## src/rtl/core/ptre_pkg.sv

```systemverilog
// shared types and constants of the periodic task release engine
`timescale 1ns / 1ps
`default_nettype none

package ptre_pkg;

   // request action codes
   typedef enum logic [1:0] {
      ACT_REGISTER = 2'd0,
      ACT_POLL     = 2'd1,
      ACT_REPORT   = 2'd2,
      ACT_QUERY    = 2'd3
   } ptre_action_type;

   // operation of the shared adder
   typedef enum logic {
      ALU_ADD = 1'b0,
      ALU_SUB = 1'b1
   } ptre_alu_op_type;

   // adder outputs seen by the sequencer
   typedef struct packed {
      logic [31:0] value;
      logic        borrow;
      logic        zero;
      logic        sign;
   } ptre_alu_res_type;

   // one row of the task table
   typedef struct packed {
      logic [31:0] period;
      logic [31:0] due;
      logic [31:0] worst;
      logic [31:0] acts;
   } ptre_entry_type;

   // at most this many releases per poll
   localparam int unsigned RESULTS_LIMIT = 16;
   localparam int unsigned HITS_W        = 5;
   localparam int unsigned IDX_W         = 4;
   localparam int unsigned COUNT_OUT_W   = 5;
   localparam logic [31:0] LIMIT_RESET   = 32'd10;

endpackage

`default_nettype wire

```

## src/rtl/core/periodic_task_release_engine_core.sv

```systemverilog
// top level of the periodic task release engine: sequencer, task table, shared adder
//  - req channel: one request per handshake (valid high, stall low); action selects
//    register task, poll at time, report duration or query statistics
//  - rsp channel: one or more results per request; last_result marks the final one.
//    a poll gives one result per released task in slot order (at most sixteen), or
//    a single result with released clear when nothing is due
//  - csr port: write enable and data for the overrun limit (reset value 10);
//    write it only while the block is idle
//  - work per request is set by one shared 32-bit adder and a task ram with one
//    write and one read port: a report takes an extra step when an overrun counts,
//    a poll's work grows with each task not due and each released task, and
//    receiver stalls add to it
//  - req_stall is high from acceptance until the last result is loaded into the
//    output register, so one request is in flight at a time
//  - when the receiver stalls, the result holds in the output register and the
//    sequencer waits before loading the next one; no result is dropped
//  - synchronous reset empties the table (task count zero), clears the overrun
//    counter, drops any pending result and restores the overrun limit; the table
//    ram needs no clearing since slots are written before they are ever read
`timescale 1ns / 1ps
`default_nettype none

module periodic_task_release_engine_core #(
   parameter int unsigned MAX_TASKS = 16
) (
   input  wire logic        clock,
   input  wire logic        reset,
   // request channel
   input  wire logic        req_valid,
   output logic             req_stall,
   input  wire logic [1:0]  req_action,
   input  wire logic [31:0] req_now_ms,
   input  wire logic [31:0] req_period,
   input  wire logic [3:0]  req_slot,
   input  wire logic [31:0] req_runtime,
   // result channel
   output logic             rsp_valid,
   input  wire logic        rsp_stall,
   output logic [3:0]       rsp_released_task,
   output logic             rsp_released,
   output logic             rsp_last_result,
   output logic             rsp_status,
   output logic [31:0]      rsp_worst_runtime,
   output logic [31:0]      rsp_activations,
   output logic [31:0]      rsp_overruns,
   output logic [4:0]       rsp_tasks_registered,
   // configuration
   input  wire logic        csr_wr_en,
   input  wire logic [31:0] csr_wr_data
);

   // widths that follow from the table depth
   localparam int unsigned AW     = $clog2(MAX_TASKS > 1 ? MAX_TASKS : 2);
   localparam int unsigned CNT_W  = $clog2(MAX_TASKS + 1);
   localparam int unsigned IDX_W  = ptre_pkg::IDX_W;
   localparam int unsigned CMP_W  = (CNT_W > IDX_W) ? CNT_W : IDX_W;
   localparam int unsigned HITS_W = ptre_pkg::HITS_W;
   localparam int unsigned ENT_W  = $bits(ptre_pkg::ptre_entry_type);

   typedef enum logic [3:0] {
      ST_IDLE,
      ST_DISPATCH,
      ST_REG_ADD,
      ST_POLL_TEST,
      ST_POLL_CHK,
      ST_POLL_ADV,
      ST_POLL_RES,
      ST_POLL_SYNC,
      ST_POLL_WR,
      ST_REP_WORST,
      ST_REP_LIM,
      ST_REP_ACT,
      ST_REP_OVR,
      ST_REP_WR,
      ST_QUERY,
      ST_OUT
   } state_type;

   // sequencer state
   state_type state_ff, state_in;
   state_type ret_ff,   ret_in;

   // latched request
   ptre_pkg::ptre_action_type act_ff, act_in;
   logic [31:0]      now_ff,    now_in;
   logic [31:0]      period_ff, period_in;
   logic [IDX_W-1:0] idx_ff,    idx_in;
   logic [31:0]      dur_ff,    dur_in;

   // global state
   logic [31:0]      limit_ff,   limit_in;
   logic [CNT_W-1:0] count_ff,   count_in;
   logic [31:0]      overrun_ff, overrun_in;

   // scan and working registers
   logic [CNT_W-1:0]  scan_ff,  scan_in;
   logic [HITS_W-1:0] hits_ff,  hits_in;
   logic [31:0]       due_ff,   due_in;
   logic [31:0]       worst_ff, worst_in;
   logic [31:0]       acts_ff,  acts_in;
   logic              ovr_hit_ff, ovr_hit_in;

   // release held back until we know whether it is the last one
   logic              pend_valid_ff, pend_valid_in;
   logic [IDX_W-1:0]  pend_slot_ff,  pend_slot_in;
   logic [31:0]       pend_worst_ff, pend_worst_in;
   logic [31:0]       pend_acts_ff,  pend_acts_in;

   // result staged for the output register
   logic [IDX_W-1:0]  res_slot_ff,     res_slot_in;
   logic              res_released_ff, res_released_in;
   logic              res_last_ff,     res_last_in;
   logic              res_status_ff,   res_status_in;
   logic [31:0]       res_worst_ff,    res_worst_in;
   logic [31:0]       res_acts_ff,     res_acts_in;

   // output register
   logic                                 rsp_valid_ff,    rsp_valid_in;
   logic [IDX_W-1:0]                     rsp_slot_ff,     rsp_slot_in;
   logic                                 rsp_released_ff, rsp_released_in;
   logic                                 rsp_last_ff,     rsp_last_in;
   logic                                 rsp_status_ff,   rsp_status_in;
   logic [31:0]                          rsp_worst_ff,    rsp_worst_in;
   logic [31:0]                          rsp_acts_ff,     rsp_acts_in;
   logic [31:0]                          rsp_ovr_ff,      rsp_ovr_in;
   logic [ptre_pkg::COUNT_OUT_W-1:0]     rsp_count_ff,    rsp_count_in;

   // table ram
   logic                     ram_wr_en;
   logic [AW-1:0]            ram_wr_addr;
   ptre_pkg::ptre_entry_type ram_wr_entry;
   logic                     ram_rd_en;
   logic [AW-1:0]            ram_rd_addr;
   logic [ENT_W-1:0]         ram_rd_data;
   ptre_pkg::ptre_entry_type rd_entry;

   // shared adder
   ptre_pkg::ptre_alu_op_type  alu_op;
   logic [31:0]                alu_a;
   logic [31:0]                alu_b;
   ptre_pkg::ptre_alu_res_type alu_res;

   // misc
   logic             out_free;
   logic             idx_ok;
   logic             table_full;
   logic [CMP_W-1:0] idx_ext;
   logic [CMP_W-1:0] count_ext;
   logic [CMP_W-1:0] scan_ext;

   ptre_ram #(
      .WIDTH (ENT_W),
      .DEPTH (MAX_TASKS)
   ) u_table (
      .clock   (clock),
      .wr_en   (ram_wr_en),
      .wr_addr (ram_wr_addr),
      .wr_data (ram_wr_entry),
      .rd_en   (ram_rd_en),
      .rd_addr (ram_rd_addr),
      .rd_data (ram_rd_data)
   );

   ptre_alu u_alu (
      .op  (alu_op),
      .a   (alu_a),
      .b   (alu_b),
      .res (alu_res)
   );

   assign rd_entry   = ram_rd_data;
   assign idx_ext    = CMP_W'(idx_ff);
   assign count_ext  = CMP_W'(count_ff);
   assign scan_ext   = CMP_W'(scan_ff);
   // index below the task count is also below the table depth
   assign idx_ok     = (idx_ext < count_ext);
   assign table_full = (count_ff == CNT_W'(MAX_TASKS));
   assign out_free   = !rsp_valid_ff || !rsp_stall;

   assign req_stall = (state_ff != ST_IDLE);

   // operand select for the shared adder
   always_comb begin
      alu_op = ptre_pkg::ALU_ADD;
      alu_a  = 32'd0;
      alu_b  = 32'd0;
      unique case (state_ff)
         ST_REG_ADD: begin
            alu_a = now_ff;
            alu_b = period_ff;
         end
         ST_POLL_CHK: begin
            // wrap-safe due test: now - due read as signed
            alu_op = ptre_pkg::ALU_SUB;
            alu_a  = now_ff;
            alu_b  = rd_entry.due;
         end
         ST_POLL_ADV: begin
            alu_a = rd_entry.due;
            alu_b = rd_entry.period;
         end
         ST_POLL_RES: begin
            alu_op = ptre_pkg::ALU_SUB;
            alu_a  = now_ff;
            alu_b  = due_ff;
         end
         ST_POLL_SYNC: begin
            alu_a = now_ff;
            alu_b = rd_entry.period;
         end
         ST_REP_WORST: begin
            alu_op = ptre_pkg::ALU_SUB;
            alu_a  = rd_entry.worst;
            alu_b  = dur_ff;
         end
         ST_REP_LIM: begin
            alu_op = ptre_pkg::ALU_SUB;
            alu_a  = limit_ff;
            alu_b  = dur_ff;
         end
         ST_REP_ACT: begin
            alu_a = rd_entry.acts;
            alu_b = 32'd1;
         end
         ST_REP_OVR: begin
            alu_a = overrun_ff;
            alu_b = 32'd1;
         end
         default: begin
            alu_op = ptre_pkg::ALU_ADD;
         end
      endcase
   end

   // sequencer next state
   always_comb begin
      state_in      = state_ff;
      ret_in        = ret_ff;
      act_in        = act_ff;
      now_in        = now_ff;
      period_in     = period_ff;
      idx_in        = idx_ff;
      dur_in        = dur_ff;
      limit_in      = csr_wr_en ? csr_wr_data : limit_ff;
      count_in      = count_ff;
      overrun_in    = overrun_ff;
      scan_in       = scan_ff;
      hits_in       = hits_ff;
      due_in        = due_ff;
      worst_in      = worst_ff;
      acts_in       = acts_ff;
      ovr_hit_in    = ovr_hit_ff;
      pend_valid_in = pend_valid_ff;
      pend_slot_in  = pend_slot_ff;
      pend_worst_in = pend_worst_ff;
      pend_acts_in  = pend_acts_ff;

      res_slot_in     = res_slot_ff;
      res_released_in = res_released_ff;
      res_last_in     = res_last_ff;
      res_status_in   = res_status_ff;
      res_worst_in    = res_worst_ff;
      res_acts_in     = res_acts_ff;

      // result leaves the output register when taken
      rsp_valid_in    = rsp_valid_ff && rsp_stall;
      rsp_slot_in     = rsp_slot_ff;
      rsp_released_in = rsp_released_ff;
      rsp_last_in     = rsp_last_ff;
      rsp_status_in   = rsp_status_ff;
      rsp_worst_in    = rsp_worst_ff;
      rsp_acts_in     = rsp_acts_ff;
      rsp_ovr_in      = rsp_ovr_ff;
      rsp_count_in    = rsp_count_ff;

      ram_wr_en    = 1'b0;
      ram_wr_addr  = scan_ff[AW-1:0];
      ram_wr_entry = rd_entry;
      ram_rd_en    = 1'b0;
      ram_rd_addr  = scan_ff[AW-1:0];

      unique case (state_ff)
         ST_IDLE: begin
            if (req_valid) begin
               act_in    = ptre_pkg::ptre_action_type'(req_action);
               now_in    = req_now_ms;
               period_in = req_period;
               idx_in    = req_slot;
               dur_in    = req_runtime;
               state_in  = ST_DISPATCH;
            end
         end

         ST_DISPATCH: begin
            unique case (act_ff)
               ptre_pkg::ACT_REGISTER: begin
                  if (table_full || period_ff == 32'd0) begin
                     res_slot_in     = '0;
                     res_released_in = 1'b0;
                     res_last_in     = 1'b1;
                     res_status_in   = 1'b1;
                     res_worst_in    = 32'd0;
                     res_acts_in     = 32'd0;
                     ret_in          = ST_IDLE;
                     state_in        = ST_OUT;
                  end else begin
                     state_in = ST_REG_ADD;
                  end
               end
               ptre_pkg::ACT_POLL: begin
                  scan_in       = '0;
                  hits_in       = '0;
                  pend_valid_in = 1'b0;
                  state_in      = ST_POLL_TEST;
               end
               ptre_pkg::ACT_REPORT,
               ptre_pkg::ACT_QUERY: begin
                  if (!idx_ok) begin
                     res_slot_in     = idx_ff;
                     res_released_in = 1'b0;
                     res_last_in     = 1'b1;
                     res_status_in   = 1'b1;
                     res_worst_in    = 32'd0;
                     res_acts_in     = 32'd0;
                     ret_in          = ST_IDLE;
                     state_in        = ST_OUT;
                  end else begin
                     ram_rd_en   = 1'b1;
                     ram_rd_addr = idx_ext[AW-1:0];
                     state_in    = (act_ff == ptre_pkg::ACT_REPORT) ? ST_REP_WORST
                                                                    : ST_QUERY;
                  end
               end
               default: begin
                  state_in = ST_IDLE;
               end
            endcase
         end

         ST_REG_ADD: begin
            // new slot gets due = now + period and cleared statistics
            ram_wr_en           = 1'b1;
            ram_wr_addr         = count_ff[AW-1:0];
            ram_wr_entry.period = period_ff;
            ram_wr_entry.due    = alu_res.value;
            ram_wr_entry.worst  = 32'd0;
            ram_wr_entry.acts   = 32'd0;
            res_slot_in         = count_ext[IDX_W-1:0];
            res_released_in     = 1'b0;
            res_last_in         = 1'b1;
            res_status_in       = 1'b0;
            res_worst_in        = 32'd0;
            res_acts_in         = 32'd0;
            count_in            = count_ff + CNT_W'(1);
            ret_in              = ST_IDLE;
            state_in            = ST_OUT;
         end

         ST_POLL_TEST: begin
            if (scan_ff < count_ff && hits_ff < HITS_W'(ptre_pkg::RESULTS_LIMIT)) begin
               ram_rd_en   = 1'b1;
               ram_rd_addr = scan_ff[AW-1:0];
               state_in    = ST_POLL_CHK;
            end else begin
               // scan done: flush the held release as last, or report nothing due
               res_slot_in     = pend_valid_ff ? pend_slot_ff : '0;
               res_released_in = pend_valid_ff;
               res_last_in     = 1'b1;
               res_status_in   = 1'b0;
               res_worst_in    = pend_valid_ff ? pend_worst_ff : 32'd0;
               res_acts_in     = pend_valid_ff ? pend_acts_ff : 32'd0;
               pend_valid_in   = 1'b0;
               ret_in          = ST_IDLE;
               state_in        = ST_OUT;
            end
         end

         ST_POLL_CHK: begin
            if (alu_res.sign) begin
               scan_in  = scan_ff + CNT_W'(1);
               state_in = ST_POLL_TEST;
            end else begin
               state_in = ST_POLL_ADV;
            end
         end

         ST_POLL_ADV: begin
            due_in   = alu_res.value;
            state_in = ST_POLL_RES;
         end

         ST_POLL_RES: begin
            // still strictly behind now: resynchronise
            state_in = (!alu_res.zero && !alu_res.sign) ? ST_POLL_SYNC : ST_POLL_WR;
         end

         ST_POLL_SYNC: begin
            due_in   = alu_res.value;
            state_in = ST_POLL_WR;
         end

         ST_POLL_WR: begin
            ram_wr_en        = 1'b1;
            ram_wr_addr      = scan_ff[AW-1:0];
            ram_wr_entry.due = due_ff;
            hits_in          = hits_ff + HITS_W'(1);
            scan_in          = scan_ff + CNT_W'(1);
            pend_valid_in    = 1'b1;
            pend_slot_in     = scan_ext[IDX_W-1:0];
            pend_worst_in    = rd_entry.worst;
            pend_acts_in     = rd_entry.acts;
            if (pend_valid_ff) begin
               // a later release exists, so the held one is not last
               res_slot_in     = pend_slot_ff;
               res_released_in = 1'b1;
               res_last_in     = 1'b0;
               res_status_in   = 1'b0;
               res_worst_in    = pend_worst_ff;
               res_acts_in     = pend_acts_ff;
               ret_in          = ST_POLL_TEST;
               state_in        = ST_OUT;
            end else begin
               state_in = ST_POLL_TEST;
            end
         end

         ST_REP_WORST: begin
            worst_in = alu_res.borrow ? dur_ff : rd_entry.worst;
            state_in = ST_REP_LIM;
         end

         ST_REP_LIM: begin
            ovr_hit_in = alu_res.borrow;
            state_in   = ST_REP_ACT;
         end

         ST_REP_ACT: begin
            acts_in  = alu_res.value;
            state_in = ovr_hit_ff ? ST_REP_OVR : ST_REP_WR;
         end

         ST_REP_OVR: begin
            overrun_in = alu_res.value;
            state_in   = ST_REP_WR;
         end

         ST_REP_WR: begin
            ram_wr_en          = 1'b1;
            ram_wr_addr        = idx_ext[AW-1:0];
            ram_wr_entry.worst = worst_ff;
            ram_wr_entry.acts  = acts_ff;
            res_slot_in        = idx_ff;
            res_released_in    = 1'b0;
            res_last_in        = 1'b1;
            res_status_in      = 1'b0;
            res_worst_in       = worst_ff;
            res_acts_in        = acts_ff;
            ret_in             = ST_IDLE;
            state_in           = ST_OUT;
         end

         ST_QUERY: begin
            res_slot_in     = idx_ff;
            res_released_in = 1'b0;
            res_last_in     = 1'b1;
            res_status_in   = 1'b0;
            res_worst_in    = rd_entry.worst;
            res_acts_in     = rd_entry.acts;
            ret_in          = ST_IDLE;
            state_in        = ST_OUT;
         end

         ST_OUT: begin
            // wait for room in the output register
            if (out_free) begin
               rsp_valid_in    = 1'b1;
               rsp_slot_in     = res_slot_ff;
               rsp_released_in = res_released_ff;
               rsp_last_in     = res_last_ff;
               rsp_status_in   = res_status_ff;
               rsp_worst_in    = res_worst_ff;
               rsp_acts_in     = res_acts_ff;
               rsp_ovr_in      = overrun_ff;
               rsp_count_in    = ptre_pkg::COUNT_OUT_W'(count_ff);
               state_in        = ret_ff;
            end
         end

         default: begin
            state_in = ST_IDLE;
         end
      endcase
   end

   always_ff @(posedge clock) begin
      if (reset) begin
         state_ff      <= ST_IDLE;
         ret_ff        <= ST_IDLE;
         limit_ff      <= ptre_pkg::LIMIT_RESET;
         count_ff      <= '0;
         overrun_ff    <= 32'd0;
         pend_valid_ff <= 1'b0;
         rsp_valid_ff  <= 1'b0;
      end else begin
         state_ff      <= state_in;
         ret_ff        <= ret_in;
         limit_ff      <= limit_in;
         count_ff      <= count_in;
         overrun_ff    <= overrun_in;
         pend_valid_ff <= pend_valid_in;
         rsp_valid_ff  <= rsp_valid_in;
      end
      act_ff          <= act_in;
      now_ff          <= now_in;
      period_ff       <= period_in;
      idx_ff          <= idx_in;
      dur_ff          <= dur_in;
      scan_ff         <= scan_in;
      hits_ff         <= hits_in;
      due_ff          <= due_in;
      worst_ff        <= worst_in;
      acts_ff         <= acts_in;
      ovr_hit_ff      <= ovr_hit_in;
      pend_slot_ff    <= pend_slot_in;
      pend_worst_ff   <= pend_worst_in;
      pend_acts_ff    <= pend_acts_in;
      res_slot_ff     <= res_slot_in;
      res_released_ff <= res_released_in;
      res_last_ff     <= res_last_in;
      res_status_ff   <= res_status_in;
      res_worst_ff    <= res_worst_in;
      res_acts_ff     <= res_acts_in;
      rsp_slot_ff     <= rsp_slot_in;
      rsp_released_ff <= rsp_released_in;
      rsp_last_ff     <= rsp_last_in;
      rsp_status_ff   <= rsp_status_in;
      rsp_worst_ff    <= rsp_worst_in;
      rsp_acts_ff     <= rsp_acts_in;
      rsp_ovr_ff      <= rsp_ovr_in;
      rsp_count_ff    <= rsp_count_in;
   end

   assign rsp_valid             = rsp_valid_ff;
   assign rsp_released_task     = rsp_slot_ff;
   assign rsp_released          = rsp_released_ff;
   assign rsp_last_result       = rsp_last_ff;
   assign rsp_status            = rsp_status_ff;
   assign rsp_worst_runtime     = rsp_worst_ff;
   assign rsp_activations       = rsp_acts_ff;
   assign rsp_overruns          = rsp_ovr_ff;
   assign rsp_tasks_registered  = rsp_count_ff;

endmodule

`default_nettype wire

```

## src/rtl/core/ptre_ram.sv

```systemverilog
// generic single write port ram with registered read
`timescale 1ns / 1ps
`default_nettype none

module ptre_ram #(
   parameter int unsigned WIDTH = 32,
   parameter int unsigned DEPTH = 16
) (
   input  wire logic                                    clock,
   input  wire logic                                    wr_en,
   input  wire logic [$clog2(DEPTH > 1 ? DEPTH : 2)-1:0] wr_addr,
   input  wire logic [WIDTH-1:0]                        wr_data,
   input  wire logic                                    rd_en,
   input  wire logic [$clog2(DEPTH > 1 ? DEPTH : 2)-1:0] rd_addr,
   output logic      [WIDTH-1:0]                        rd_data
);

   logic [WIDTH-1:0] mem_ff [DEPTH];
   logic [WIDTH-1:0] rd_data_ff;

   always_ff @(posedge clock) begin
      if (wr_en) begin
         mem_ff[wr_addr] <= wr_data;
      end
      if (rd_en) begin
         rd_data_ff <= mem_ff[rd_addr];
      end
   end

   assign rd_data = rd_data_ff;

endmodule

`default_nettype wire

```

## src/rtl/core/ptre_alu.sv

```systemverilog
// shared 32-bit add / subtract unit with compare flags
`timescale 1ns / 1ps
`default_nettype none

module ptre_alu (
   input  wire ptre_pkg::ptre_alu_op_type  op,
   input  wire logic [31:0]                a,
   input  wire logic [31:0]                b,
   output ptre_pkg::ptre_alu_res_type      res
);

   logic [32:0] sum;

   always_comb begin
      unique case (op)
         ptre_pkg::ALU_ADD: sum = {1'b0, a} + {1'b0, b};
         ptre_pkg::ALU_SUB: sum = {1'b0, a} - {1'b0, b};
         default:           sum = '0;
      endcase
      res.value  = sum[31:0];
      // borrow only means a < b on a subtract
      res.borrow = sum[32];
      res.zero   = (sum[31:0] == 32'd0);
      res.sign   = sum[31];
   end

endmodule

`default_nettype wire

```

## config.mk

```make
export PLATFORM = sky130hd
export DESIGN_NAME = periodic_task_release_engine_core
export DESIGN_NICKNAME = d
export VERILOG_FILES = /design/src/rtl/core/ptre_pkg.sv /design/src/rtl/core/periodic_task_release_engine_core.sv /design/src/rtl/core/ptre_ram.sv /design/src/rtl/core/ptre_alu.sv
export SDC_FILE = /design/constraint.sdc
export NUM_CORES = 2
export LEC_CHECK = 0
export BUFFER_PORTS_ARGS = -buffer_cell sky130_fd_sc_hd__buf_4
export CORE_ASPECT_RATIO = 1.5
export CORE_UTILIZATION = 50
export CTS_BUF_LIST = sky130_fd_sc_hd__clkbuf_4
export DETAILED_ROUTE_END_ITERATION = 8
export PLACE_DENSITY = 0.65
export SETUP_SLACK_MARGIN = 0.1
export SLEW_MARGIN = 40
export SYNTH_ARGS = -nofsm -noshare
export SYNTH_HDL_FRONTEND = slang
export SYNTH_HIERARCHICAL = 1
export SYNTH_SLANG_ARGS = --single-unit
```

## constraint.sdc

```tcl
create_clock -name clock -period 24.3 [get_ports clock]
set_input_delay 4.86 -clock clock [delete_from_list [all_inputs] [get_ports clock]]
set_output_delay 4.86 -clock clock [all_outputs]
set_load 0.02 [all_outputs]
```

==> run summary <==
crit share post-route -> 35.2%
final setup fails -> 0
drt via density -> 6.40
Finished Layout Cells -> 9437
CTS sink count -> 2708
Rel. slew slack -> 36.1%
H-tree levels -> 6
# resized after CTS -> 0
Reg2Reg Depth -> 25
Startpoint Class -> register
top_reg_cell synth -> edfxtp_1
Leakage -> 40.1 nW
Clk pin slew, worst setup/hold paths -> 0.07 ns
largest net degree at the start of global routing -> 124
xor/xnor share of the synthesized area -> 0.580%
FP Rows -> 206
vias -> 60.4k
initial antenna violation count -> 24
Hold Path Depth -> 0
Final Cell Area -> 119000 um2
most numerous cell in the Yosys netlist -> edfxtp_1
largest family of logic cells by synthesized area -> multiplexers
Peak VDD IR -> 0.000145 V
Top Ports -> 249
die area -> 213000 um2
DP HPWL -> 197000 um
Critical Path Sink Type -> register
Seq/Total Area, Yosys -> 76.4%
total CTS buffers -> 630
chip width -> 377 um
Crit path required time -> 25.30 ns
Max-cap violations -> 0
cell taking the most area after synthesis -> edfxtp_1
Area contributors post-synth -> edfxtp_1 (75%), mux4_2 (10%), a22oi_1 (2.1%)
Post-synth EDFFs -> 2632
FMAX -> 0.117 GHz
hold crit path type -> register to register
CTS tree -> built
core area -> 210000 um2
Die Ht -> 564 um
Final Core Density -> 56.9%
FF+latch count, synth -> 2708
post-route clock skew -> 0.155 ns
placed cells -> 8373
Area Overhead vs Synth -> 13.2%
critical path data arrival time -> 9.56 ns
RSZ-0062 raised after global routing -> false
top cells by count, synth -> edfxtp_1 (2632), mux4_2 (476), nand2_1 (467), a22oi_1 (301), clkbuf_1 (153)
initial core utilization -> 50.3%
# port buffers -> 248
Post-Syn Nets -> 5642
Crit path largest cell delay -> 0.83 ns
Clock Path Buffers -> 4
grt total ovfl -> 0
clk_lat worst skew -> 1.32 ns
Netlist cell types -> 86
Tightest Pin Transition -> 0.959 ns
Avg Inst Size Synth -> 19.3 um2
WL per Instance -> 33.9 um
Synth Area in Adders -> 0.541%
setup TNS -> 0 ns
Post-Synth Simple-Gate Area -> 3.24%
first-pass GRT wire length -> 446000 um
antenna-violating nets left -> 0
clk root buf -> clkbuf_4
DP Area -> 111000 um2
Syn Inst Count -> 5458
Post-route DRC -> 0
status -> finished clean
Most flops, register -> u_table/mem_ff
Final min period -> 8.56 ns
nets@finish -> 6385
power density over the cells -> 128 nW/um2
share of the synthesized area in the top cell type -> 74.9%
mapped cell area -> 105000 um2
synth warn -> 6
First DRT Iteration DRCs -> 8526
final WL -> 320000 um
share of cells above drive strength 1 -> 29.6%
peak fanout along the critical path -> 44
post-synthesis mux area share -> 11.8%
Final Slew Violations -> 0
First-pass DRT Iterations -> 9
placer congestion estimate -> 0.995
Fin. Hold Viols -> 0
Setup Fix Bufs, Post-CTS -> 0
Hold Buf Count CTS -> 0
vias in the first global route -> 60.1k
GRT Overall Usage -> 30.1%
critical path's slowest cell -> dfxtp_1
FFs w/ async S/R, synth -> 0%
crit path kind -> register to register
Synth Area in Compound Gates -> 5.66%
max FFs per register -> 2048
## report_power, final
group | internal, mW | switching [mW]
Sequential | 6.23 | 0.309
Clock | 1.89 | 1.74
Combinational | 1.71 | 3.37
## cells in the final DEF, fill, tap and decap left out, drive strengths merged, types with 21 or more instances in the layout
master	n
edfxtp	2632
clkbuf	896
mux4	476
nand2	469
buf	415
a22oi	301
nor2	141
a21oi	135
mux2i	134
clkinv	120
inv	111
a222oi	98
dfxtp	76
a22o	65
o21ai	56
xnor2	54
ha	44
nand4	40
mux2	37
nand3	35
nor3	27
a211oi	26
o211ai	23
o22ai	21
## final cells by class
type / instances / area (um2)
Clock buffer: 895 / 6720
Inverter: 97 / 367
Multi-Input combinational cell: 2348 / 23400
Antenna cell: 7 / 17.5
Timing Repair Buffer: 416 / 3570
Sequential cell: 2708 / 80600
Clock inverter: 158 / 1200
Fill cell: 16101 / 90400
Tap cell: 2808 / 3510
## critical path, delay by kind of cell (launching register included)
kind	cells	cell delay (ns)
flops	1	0.83
fa+ha+maj	1	0.45
xor+xnor	2	0.32
compound gates	7	1.86
mux	1	0.41
buf+inv	3	1.02
simple gates	11	3.27
## stage by stage
stage          hold slack [ns]  total power [mW]  setup slack [ns]
2_1_floorplan            0.400              9.56             12.89
3_3_place_gp             0.406              11.5             16.03
3_5_place_dp             0.405              11.6             15.97
4_1_cts                  0.414              15.2             15.92
5_1_grt                  0.420              15.8             15.30
6_report                 0.417              15.3             15.74
## routing by layer
metal / wire length, um / global-route usage, % / vias to the layer above / part of all wire [%]
li1: - / - / 24370 / -
met1: 120000 / 40.9 / 31280 / 37
met2: 148000 / 46.0 / 4022 / 46
met3: 35600 / 6.99 / 738 / 11
met4: 16400 / 14.6 / 14 / 5.1
met5: 100 / 0 / - / 0.031
## cells by family (layout without fill, tap and decap cells)
| family | count (synthesis) | count (layout) |
|---|---|---|
| flops | 2708 | 2708 |
| compound gates | 804 | 804 |
| simple gates | 783 | 783 |
| mux | 647 | 647 |
| buf+inv | 402 | 1566 |
| xor+xnor | 69 | 69 |
| fa+ha+maj | 45 | 45 |
| other cells | 0 | 7 |
## worst paths after layout
path / endpoint / slack, ns / from
max: worst_ff[16] / 15.74 / state_ff[3]
min: rsp_worst_runtime[13] / 0.42 / res_worst_ff[13]
min reg2reg: rsp_worst_runtime[13] / 0.42 / res_worst_ff[13]
max reg2reg: worst_ff[16] / 15.74 / state_ff[3]
(Power assumes the default switching activity.)
